--- src/rtl/scc_pkg.sv ---
// ---------------------------------------------------------------------------
// scc_pkg: shared types and constants for the SCC block
// Command and status structs between controller and datapath.
// ---------------------------------------------------------------------------
package scc_pkg;
  localparam int MaxVerticesDefault = 64;
  localparam int MaxEdgesDefault = 256;
  localparam int VertexWidth = 6;
  localparam int CountWidth = 7;
  localparam logic [CountWidth-1:0] CountReset = 7'd64;

  // Datapath operations requested by the controller
  typedef enum logic [3:0] {
    OP_NONE    = 4'd0,
    OP_ROOT    = 4'd1,  // start search from root register
    OP_SCAN    = 4'd2,  // read edge at top's position
    OP_EDGE    = 4'd3,  // evaluate fetched edge
    OP_POP     = 4'd4,  // pop search stack (finish vertex)
    OP_NEXTV   = 4'd5,  // advance outer vertex
    OP_FPOP    = 4'd6,  // pop finish stack
    OP_CLEARV  = 4'd7,  // clear visited marks, reset outer loop
    OP_CLEARR  = 4'd8,  // clear run state
    OP_FREAD   = 4'd9,  // wait for finish stack read
    OP_TOPRD   = 4'd10  // wait for search stack read
  } op_t;

  typedef struct packed {
    op_t  op;
    logic reversed;
  } cmd_t;

  typedef struct packed {
    logic root_done;    // outer vertex at count
    logic root_visited;
    logic depth_zero;
    logic scan_end;     // position reached edge total
    logic edge_match;   // edge valid and leaves top
    logic next_visited;
    logic fstack_empty;
    logic ftop_ok;      // popped vertex is in range and unvisited
  } status_t;
endpackage

--- src/rtl/scc_ctrl.sv ---
// ---------------------------------------------------------------------------
// scc_ctrl: sequencer for the two Kosaraju passes
// Issues datapath commands and stalls while the output slot is full.
// ---------------------------------------------------------------------------
module scc_ctrl import scc_pkg::*; (
  input  logic    clk,
  input  logic    rst,
  input  logic    start,
  input  status_t status,
  input  logic    out_busy,
  output cmd_t    cmd,
  output logic    idle,
  output logic    pass2,
  output logic    comp_close,
  output logic    run_close
);
  typedef enum logic [10:0] {
    S_IDLE   = 11'b00000000001,
    S_OUTER  = 11'b00000000010,
    S_TOPRD  = 11'b00000000100,
    S_SCAN   = 11'b00000001000,
    S_EDGE   = 11'b00000010000,
    S_FPOP   = 11'b00000100000,
    S_FREAD  = 11'b00001000000,
    S_FCHK   = 11'b00010000000,
    S_CLEAR  = 11'b00100000000,
    S_START2 = 11'b01000000000,
    S_WAIT   = 11'b10000000000
  } state_t;

  state_t state, state_next;
  logic rev, rev_next;

  assign idle = state == S_IDLE;
  assign pass2 = rev;

  // Next state and command
  always_comb begin
    state_next = state;
    rev_next = rev;
    cmd.op = OP_NONE;
    cmd.reversed = rev;
    comp_close = 1'b0;
    run_close = 1'b0;
    case (state)
      S_IDLE: if (start) begin
        state_next = S_OUTER; rev_next = 1'b0; cmd.op = OP_CLEARV;
      end
      S_OUTER: begin
        if (status.root_done) begin
          state_next = S_START2; cmd.op = OP_CLEARV;
        end else if (status.root_visited) begin
          cmd.op = OP_NEXTV;
        end else begin
          cmd.op = OP_ROOT; state_next = S_TOPRD;
        end
      end
      S_START2: begin
        rev_next = 1'b1; state_next = S_FPOP;
      end
      S_TOPRD: begin
        if (status.depth_zero) begin
          if (rev) begin
            comp_close = 1'b1;
            state_next = S_FPOP;
          end else begin
            cmd.op = OP_NEXTV; state_next = S_OUTER;
          end
        end else begin
          cmd.op = OP_TOPRD; state_next = S_SCAN;
        end
      end
      S_SCAN: begin
        if (status.scan_end) begin
          cmd.op = OP_POP; state_next = S_TOPRD;
        end else begin
          cmd.op = OP_SCAN; state_next = S_EDGE;
        end
      end
      S_EDGE: if (!out_busy) begin
        cmd.op = OP_EDGE;
        state_next = (status.edge_match && !status.next_visited) ? S_TOPRD : S_SCAN;
      end
      S_FPOP: begin
        if (status.fstack_empty) begin
          // Hold the final mark until the slot has drained
          if (!out_busy) begin
            run_close = 1'b1; state_next = S_CLEAR;
          end
        end else begin
          cmd.op = OP_FPOP; state_next = S_FREAD;
        end
      end
      S_FREAD: begin
        cmd.op = OP_FREAD; state_next = S_FCHK;
      end
      S_FCHK: begin
        if (!status.ftop_ok) state_next = S_FPOP;
        else if (!out_busy) begin
          cmd.op = OP_ROOT; state_next = S_TOPRD;
        end
      end
      S_CLEAR: if (!out_busy) begin
        cmd.op = OP_CLEARR; state_next = S_WAIT;
      end
      S_WAIT: if (!out_busy) state_next = S_IDLE;
      default: state_next = S_IDLE;
    endcase
  end

  // State register
  always_ff @(posedge clk) begin
    if (rst) begin
      state <= S_IDLE;
      rev <= 1'b0;
    end else begin
      state <= state_next;
      rev <= rev_next;
    end
  end
endmodule

--- config.mk ---
export PLATFORM = sky130hd
export DESIGN_NAME = scc_ctrl
export DESIGN_NICKNAME = d
export VERILOG_FILES = /design/src/rtl/scc_pkg.sv /design/src/rtl/scc_ctrl.sv
export SDC_FILE = /design/constraint.sdc
export NUM_CORES = 1
export LEC_CHECK = 0
export BUFFER_PORTS_ARGS = -buffer_cell sky130_fd_sc_hd__buf_2
export CAP_MARGIN = 20
export CORE_MARGIN = 3
export CORE_UTILIZATION = 40
export DETAILED_ROUTE_END_ITERATION = 16
export PLACE_DENSITY = 0.6
export RECOVER_POWER = 25
export SYNTH_ARGS = -nofsm -noshare
export SYNTH_HDL_FRONTEND = slang
export SYNTH_SLANG_ARGS = --single-unit
--- constraint.sdc ---
create_clock -name clk -period 2 [get_ports clk]
set_input_delay 0.2 -clock clk [delete_from_list [all_inputs] [get_ports clk]]
set_output_delay 0.2 -clock clk [all_outputs]
set_load 0.05 [all_outputs]
Word level (Yosys, flattened, before mapping)
Cells that the tools add are included.

Register bits: 12. Memory bits (writable): 0. ROM bits: 0. Memories kept: 0. Output and inout port bits: 9. Bits in latches: 0. Bits of input ports: 12. Logic and storage cells: 60.

Eq/ne operators: 18. Order comparisons: 0. Reduce and logical (&&, ||, !) cells: 5. $mul: 0. Bitwise gates (word level): 0. Multiplexer cells: 35. Shifts and indexed selects: 0. Add/subtract/negate cells: 0. Div/mod/pow operators: 0.

Operators with widths (count): 11-bit 2-to-1 mux (11); 11-bit one-hot mux with 11 select lines (1); 4-bit one-hot mux with 9 select lines (1); 3-bit 2-to-1 mux (6); 4-bit 2-to-1 mux (3); 11-bit by 1-bit equality test with 1-bit output, second input constant (1); 11-bit by 10-bit equality test with 1-bit output, second input constant (1); 11-bit equality test, second input constant (1); 11-bit by 2-bit equality test with 1-bit output, second input constant (1); 11-bit by 3-bit equality test with 1-bit output, second input constant (1); 11-bit by 4-bit equality test with 1-bit output, second input constant (1); 11-bit by 5-bit equality test with 1-bit output, second input constant (1); 11-bit by 6-bit equality test with 1-bit output, second input constant (1); 11-bit by 7-bit equality test with 1-bit output, second input constant (1); 11-bit by 8-bit equality test with 1-bit output, second input constant (1); 11-bit by 9-bit equality test with 1-bit output, second input constant (1); 1-bit 2-to-1 mux (9); 3-bit inequality test, second input constant (3); 2-bit inequality test, second input constant (4); 7-bit AND reduction (1); 6-bit 2-to-1 mux (1); 5-bit 2-to-1 mux (1); 2-bit 2-to-1 mux (1); 1-bit one-hot mux with 2 select lines (1); 4 further kinds (4).

Depth between registers and ports, before layout
Gate-level depths: netlist of run 1.

Word-level depth: 5. Depth in mapped cells: 7. Depth with buffers taken out: 6.

Worst setup path before layout of run 1
No wires, ideal clock.

Path kind: register to register. Start: register state[1]. End: register state[8]. Cell stages (with the launch flop): 6. Period minus slack after synthesis: 2792 ps. Setup time: 72 ps. Path buffers: 1. Data arrival time: 2720 ps. Data required time: 1928 ps. Setup slack: -792 ps. Path through: dfxtp_1 buf_6 nor4_4 nand2_2 nor4_1 a32o_1.

Longest elaborated chain between the ends: 3. Elaborated cells between the ends (all ways): 20. Those cells by class: eq/ne (18); mux (1); reduce/logical (1).

RTL lines: start, declared (line scc_ctrl.sv:31) `state_t state, state_next;`; start signal, assigned (line scc_ctrl.sv:117) `state <= state_next;`; 11-bit by 2-bit equality test with 1-bit output (tied with other cells) (line scc_ctrl.sv:45) `case (state)`; 3-bit inequality test (no line) or 2-bit inequality test (tied branches); 7-bit AND reduction (no line).

Parallel ways exist; a longest one is shown, timed or not. A chain may end at the register's enable or synchronous reset.

==> results of run 1 <==
-- per-stage QoR --
stage | std cells | hold slack [ns] | power [mW] | utilization | area [sq um]
after CTS | 181 | 0.177 | 1.08 | 0.572 | 1300
after global routing | 181 | 0.182 | 1.16 | 0.588 | 1340
after floorplan | 121 | 0.269 | 0.717 | - | 1010
after detailed placement | 177 | 0.468 | 0.890 | 0.534 | 1210
final | 181 | 0.180 | 1.11 | 0.588 | 1340
after global placement | 177 | 0.468 | 0.888 | 0.534 | 1210
-- flip-flops by register name, summed over array words and instances (netlist names) --
name,count
state,11
pass2,1
-- worst max path at each step --
stage / startpoint / to / slack, ns / cells after the start
after global placement: state[8]$_SDFFE_PP0P_ / comp_close / 0.11 / 5
final: state[8]$_SDFFE_PP0P_ / cmd[3] / -0.07 / 6
after detailed placement: state[0]$_SDFFE_PP1P_ / cmd[2] / 0.09 / 6
after CTS: state[3]$_SDFFE_PP0P_ / cmd[2] / -0.06 / 6
after floorplan: state[1]$_SDFFE_PP0P_ / cmd[2] / -0.007 / 6
after global routing: state[0]$_SDFFE_PP1P_ / cmd[2] / -0.14 / 6
-- cell usage in the layout (no fill, tap or decap), types with 2 or more instances in the layout --
cell type  netlist  routed
buf_4            2      16
nor2_1          16      14
buf_2            3      11
nand2_1          9       8
inv_1            7       7
dfxtp_1         12       6
nand4_1          5       5
a21oi_1          5       5
clkbuf_4         0       5
nor4_4           2       4
buf_6            1       4
dfxtp_2          0       4
nand2b_1         3       3
nand3_2          0       3
nand4b_1         3       3
o21ai_0          3       3
xor2_1           3       3
nand2_2          1       2
and2_4           2       2
nand3_1          5       2
o2111ai_1        2       2
mux2i_1          2       2
o2bb2ai_1        2       2
a31oi_1          2       2
clkbuf_1         1       2
dfxtp_4          0       2
-- layer usage --
| metal | vias to the layer above | global-route usage |
|---|---|---|
| li1 | 524 | - |
| met1 | 492 | 0.270 |
| met2 | 53 | 0.296 |
| met3 | 8 | 0.0394 |
| met4 | 0 | 0.0764 |
| met5 | - | 0 |
-- logic make-up (layout without fill, tap and decap cells) --
logic type / Yosys count / after routing
and+or+nand+nor: 65 / 65
AOI/OAI and AO/OA: 25 / 25
buffers and inverters: 14 / 46
DFF: 12 / 12
xor gates and xnor gates: 3 / 3
muxes: 2 / 2
-- final cells by class --
cell class / count / share of cell area
multi-input cells: 95 / 0.556
repair buffers: 36 / 0.193
flip-flops and latches: 12 / 0.189
well taps: 28 / 0.0262
inverters: 7 / 0.0196
clock buffers: 3 / 0.0168
-- cell usage after synthesis, drive strengths merged, types with 5 or more instances --
master	n
nor2	16
dfxtp	12
nand2	10
inv	7
buf	6
nand4	6
a21oi	5
nand3	5
nor4	5
-- worst min-delay path: cells and delay by family --
kind	cells	cell delay (ns)
buffers and inverters	1	0.12
AND/OR/NAND/NOR	2	0.10
-- timing repair --
action | 4_1_cts | 5_1_grt
gates resized for setup | 20 | 11
endpoints found under the setup margin | 5 | 7
buffers inserted | 1 | 0
pin swaps | 6 | 5
-- where the power goes --
part	internal [mW]	switching [mW]
combinational	0.280	0.397
clock	0.0697	0.0829
sequential	0.256	0.0205
total	0.606	0.500
==> impl_metrics.env, run 1 <==
export IMPL_yosysTopAreaCellShare=0.243
export IMPL_regArea_sq_um=253
export IMPL_clock_sinks=12
export IMPL_arrival_ns=1.87
export IMPL_relSlewSlack=0.609
export IMPL_dpl_hpwl_um=2300
export IMPL_worst_slew_pin_slew_ns=0.589
export IMPL_diodes=0
export IMPL_crit_buf_inv=1
export IMPL_violations="setup timing"
export IMPL_status="finished, violations left"
export IMPL_dr_wl_met3_um=212
export IMPL_syn_inst=121
export IMPL_hold_path_end="state[9]$_SDFFE_PP0P_"
export IMPL_num_vias=1077
export IMPL_grt_max_degree=12
export IMPL_cts_tree="done"
export IMPL_cp_top_family="simple AND/OR/NAND/NOR gates"
export IMPL_maxSlewViolCount=0
export IMPL_slowest_delay_ns=0.39
export IMPL_grt_antenna_before_repair=0
export IMPL_pre_cts_ws_ns=0.0911
export IMPL_pin_count=21
export IMPL_synthMuxAreaShare=0.0203
export IMPL_fp_dieH_um=55.7
export IMPL_ys_warn_count=0
export IMPL_synthTopCellsByArea="dfxtp_1 (24%), nor2_1 (6.1%), nor4_4 (4.3%), nand2_1 (3.4%), nand4_1 (3.2%)"
export IMPL_rows=17
export IMPL_synth_edf_count=0
export IMPL_cap_violations=0
export IMPL_top_layer="met4"
export IMPL_setup_violations_final=4
export IMPL_worstPathCellList="nor4_4 -> nand3_2 -> nor2_1 -> nand2_1 -> nand4_2 -> buf_6"
export IMPL_coreArea_sq_mm=0.00228
export IMPL_postSynth_asyncResetShare=0
export IMPL_viasPerCell=5.95
export IMPL_drt_drc_violations_left=0
export IMPL_nFillCells=215
export IMPL_grtUsageTotal=0.195
export IMPL_grt_first_pass_wirelength_um=4770
export IMPL_start_kind="register"
export IMPL_drt_iter0_drc=45
export IMPL_rr_startpoint="state[8]$_SDFFE_PP0P_"
export IMPL_hold_class="input pin to register"
export IMPL_ctsHoldBuffers=0
export IMPL_critical_path_class="register to output pin"
export IMPL_port_buffers=20
export IMPL_wl_per_cell_um=16.5
export IMPL_wirelength_um=2990
export IMPL_clock_skew_ns=0.0121
export IMPL_leakage_nw=0.555
export IMPL_synth_top_family_by_area="simple AND/OR/NAND/NOR gates"
export IMPL_drt_met1_wl_um=1380
export IMPL_setup_tns_ns=-0.138
export IMPL_worstPathRequired_ns=1.80
export IMPL_synth_compound_area_frac=0.192
export IMPL_synth_simple_area_share=0.446
export IMPL_start_util=0.434
export IMPL_timing_final_crit_share=1.04
export IMPL_crit_fanout=11
export IMPL_synth_seq_cells=12
export IMPL_avgSynthCellArea_sq_um=8.17
export IMPL_synth_xor_area_share=0.0266
export IMPL_synth_ff_type="dfxtp_1"
export IMPL_rsz0062_at_grt="yes"
export IMPL_multi_input_comb_area_sq_um=744
export IMPL_yosys_area_top_type="dfxtp_1"
export IMPL_min_path_cells=3
export IMPL_dieArea_sq_mm=0.00310
export IMPL_ir_drop_v=0.000708
export IMPL_root_buffer="clkbuf_4"
export IMPL_dr_pass1_iters=6
export IMPL_globalplace_congestion=0.865
export IMPL_clkTransAtPathRegs_ns=0.08
export IMPL_fin_nets=167
export IMPL_wl_met2_um=1330
export IMPL_setup_ws_ns=-0.0717
export IMPL_syn_to_final_growth_pct=35.4
export IMPL_rrSetupSlack_ns=0.24
export IMPL_ys_types=50
export IMPL_seq_area_frac_synth=0.243
export IMPL_reg2reg_to="state[1]$_SDFFE_PP0P_"
export IMPL_reg2reg_depth=6
export IMPL_crit_path_end_kind="output pin"
export IMPL_grt_overflow=0
export IMPL_hold_violations=0
export IMPL_drtAntennaViolNets=0
export IMPL_synthAdderAreaFrac=0
export IMPL_min_delay_start="status[7]"
export IMPL_cts_htree_levels=1
export IMPL_drive_gt1_frac=0.425
export IMPL_numCtsBuffers=3
export IMPL_period_needed_ns=2.07
export IMPL_synth_area_sq_um=988
export IMPL_synth_net_count=133
export IMPL_fmax_mhz=483
export IMPL_fp_dieW_um=55.7
export IMPL_cts_buffer_depth=2
export IMPL_clk_latency_ns=0.28
export IMPL_cellPowerDensity_mw_per_mm2=826
export IMPL_crit_slowest_cell="dfxtp_4"
export IMPL_grt_pass1_vias=988
Note: power is estimated with default switching activity, not from simulation.
==> run 2: changes to the inputs <==
Settings changed: REMOVE_ABC_BUFFERS set to 1.
==> run 2 against run 1 <==
Against the previous run: clock skew shrank 0.0080 ns; the run still ends with setup timing left; critical path type unchanged; sequential cell count did not move; routed wire length is 3.2% higher; final cell count up 0.55%.
==> impl_metrics.env, run 2 (same netlist as run 1, synthesis figures left out) <==
export IMPL_layout_common_cells="buf_4 (18), nor2_1 (12), buf_2 (11)"
export IMPL_crit_slowest_cell="dfxtp_4"
export IMPL_fin_nets=167
export IMPL_dieArea_sq_mm=0.00310
export IMPL_final_common_cell="buf_4"
export IMPL_syn_to_final_growth_pct=38.2
export IMPL_largest_reg_flops=11
export IMPL_rsz0062_at_grt="yes"
export IMPL_min_path_cells=2
export IMPL_worstPathRequired_ns=1.80
export IMPL_drt_iter0_drc=28
export IMPL_viasPerCell=5.94
export IMPL_ir_drop_v=0.000545
export IMPL_clock_sinks=12
export IMPL_hold_violations=0
export IMPL_setup_tns_ns=-0.117
export IMPL_num_vias=1081
export IMPL_grt_first_pass_wirelength_um=4840
export IMPL_clk_latency_ns=0.28
export IMPL_numCtsBuffers=3
export IMPL_cts_htree_levels=1
export IMPL_cellPowerDensity_mw_per_mm2=846
export IMPL_start_kind="register"
export IMPL_max_flop_register="state"
export IMPL_fmax_mhz=484
export IMPL_start_util=0.434
export IMPL_leakage_nw=0.561
export IMPL_worst_path_stages=7
export IMPL_hold_class="input pin to register"
export IMPL_root_buffer="clkbuf_4"
export IMPL_clkTransAtPathRegs_ns=0.07
export IMPL_grtUsageTotal=0.194
export IMPL_coreArea_sq_mm=0.00228
export IMPL_maxSlewViolCount=0
export IMPL_violations="setup timing"
export IMPL_worst_slew_pin_slew_ns=0.588
export IMPL_relSlewSlack=0.610
export IMPL_clock_skew_ns=0.00413
export IMPL_arrival_ns=1.86
export IMPL_drt_drc_violations_left=0
export IMPL_crit_path_end_kind="output pin"
export IMPL_drtAntennaViolNets=0
export IMPL_cap_violations=0
export IMPL_reg2reg_depth=5
export IMPL_worstPathCellList="nor4_4 -> buf_4 -> nand3_4 -> nor2_2 -> nand2_1 -> nand4_2 -> buf_6"
export IMPL_cts_buffer_depth=2
export IMPL_pin_count=21
export IMPL_timing_final_crit_share=1.03
export IMPL_setup_ws_ns=-0.0641
export IMPL_port_buffers=20
export IMPL_status="finished, violations left"
export IMPL_crit_buf_inv=2
export IMPL_dr_pass1_iters=4
export IMPL_slowest_delay_ns=0.38
export IMPL_critical_path_class="register to output pin"
export IMPL_grt_overflow=0
export IMPL_globalplace_congestion=0.898
export IMPL_rows=17
export IMPL_period_needed_ns=2.06
export IMPL_wirelength_um=3090
export IMPL_drive_gt1_frac=0.435
export IMPL_fp_dieW_um=55.7
export IMPL_wl_per_cell_um=17.0
export IMPL_dpl_hpwl_um=2220
export IMPL_cts_tree="done"
export IMPL_fin_cells=182
export IMPL_grt_antenna_before_repair=0
export IMPL_crit_fanout=7
export IMPL_diodes=0
export IMPL_pre_cts_ws_ns=0.0431
export IMPL_grt_pass1_vias=1037
export IMPL_setup_violations_final=4
export IMPL_placedCellCount=171
export IMPL_fp_dieH_um=55.7
export IMPL_grt_max_degree=11
export IMPL_cp_top_family="simple AND/OR/NAND/NOR gates"
==> run 2: through the flow <==
step                utilization  area, sq um  hold WS (ns)  power [mW]
detailed placement        0.504         1150         0.467       0.855
global route              0.600         1370         0.186        1.21
finish                    0.600         1370         0.170        1.16
CTS                       0.560         1270         0.173        1.10
global placement          0.504         1150         0.468       0.852
floorplan                     -          943         0.269       0.689
==> run 2: where the power goes <==
group	switching, mW	internal [mW]
clock	0.0891	0.111
combinational	0.401	0.279
sequential	0.0213	0.255
==> run 2: cell type report <==
type	instances	area (sq um)
Multi-Input combinational cell	95	759
Fill cell	200	910
Timing Repair Buffer	36	254
Clock buffer	4	36.3
Tap cell	28	35.0
Sequential cell	12	255
Inverter	7	26.3
==> run 2: path summary, 6_finish.rpt <==
path,slack [ns],from,to
hold reg to reg,0.54,state[5]$_SDFFE_PP0P_,state[5]$_SDFFE_PP0P_
setup / recovery,-0.06,state[5]$_SDFFE_PP0P_,cmd[3]
hold / removal,0.17,rst,state[7]$_SDFFE_PP0P_
setup reg to reg,0.03,state[9]$_SDFFE_PP0P_,state[8]$_SDFFE_PP0P_
==> run 2: timing repair <==
| item | 4_1_cts | 5_1_grt |
|---|---|---|
| buffers inserted | 1 | 6 |
| endpoints found under the setup margin | 7 | 7 |
| cloned | 0 | 0 |
| pin swaps | 9 | 8 |
| hold buffers | 0 | 0 |
| gates resized for setup | 28 | 11 |
==> run 2: layer usage <==
metal,global-route usage,share of wire,vias up
met5,0,0,-
met2,0.302,0.47,40
met4,0.0938,0.019,0
li1,-,-,525
met1,0.261,0.43,509
met3,0.0278,0.075,7
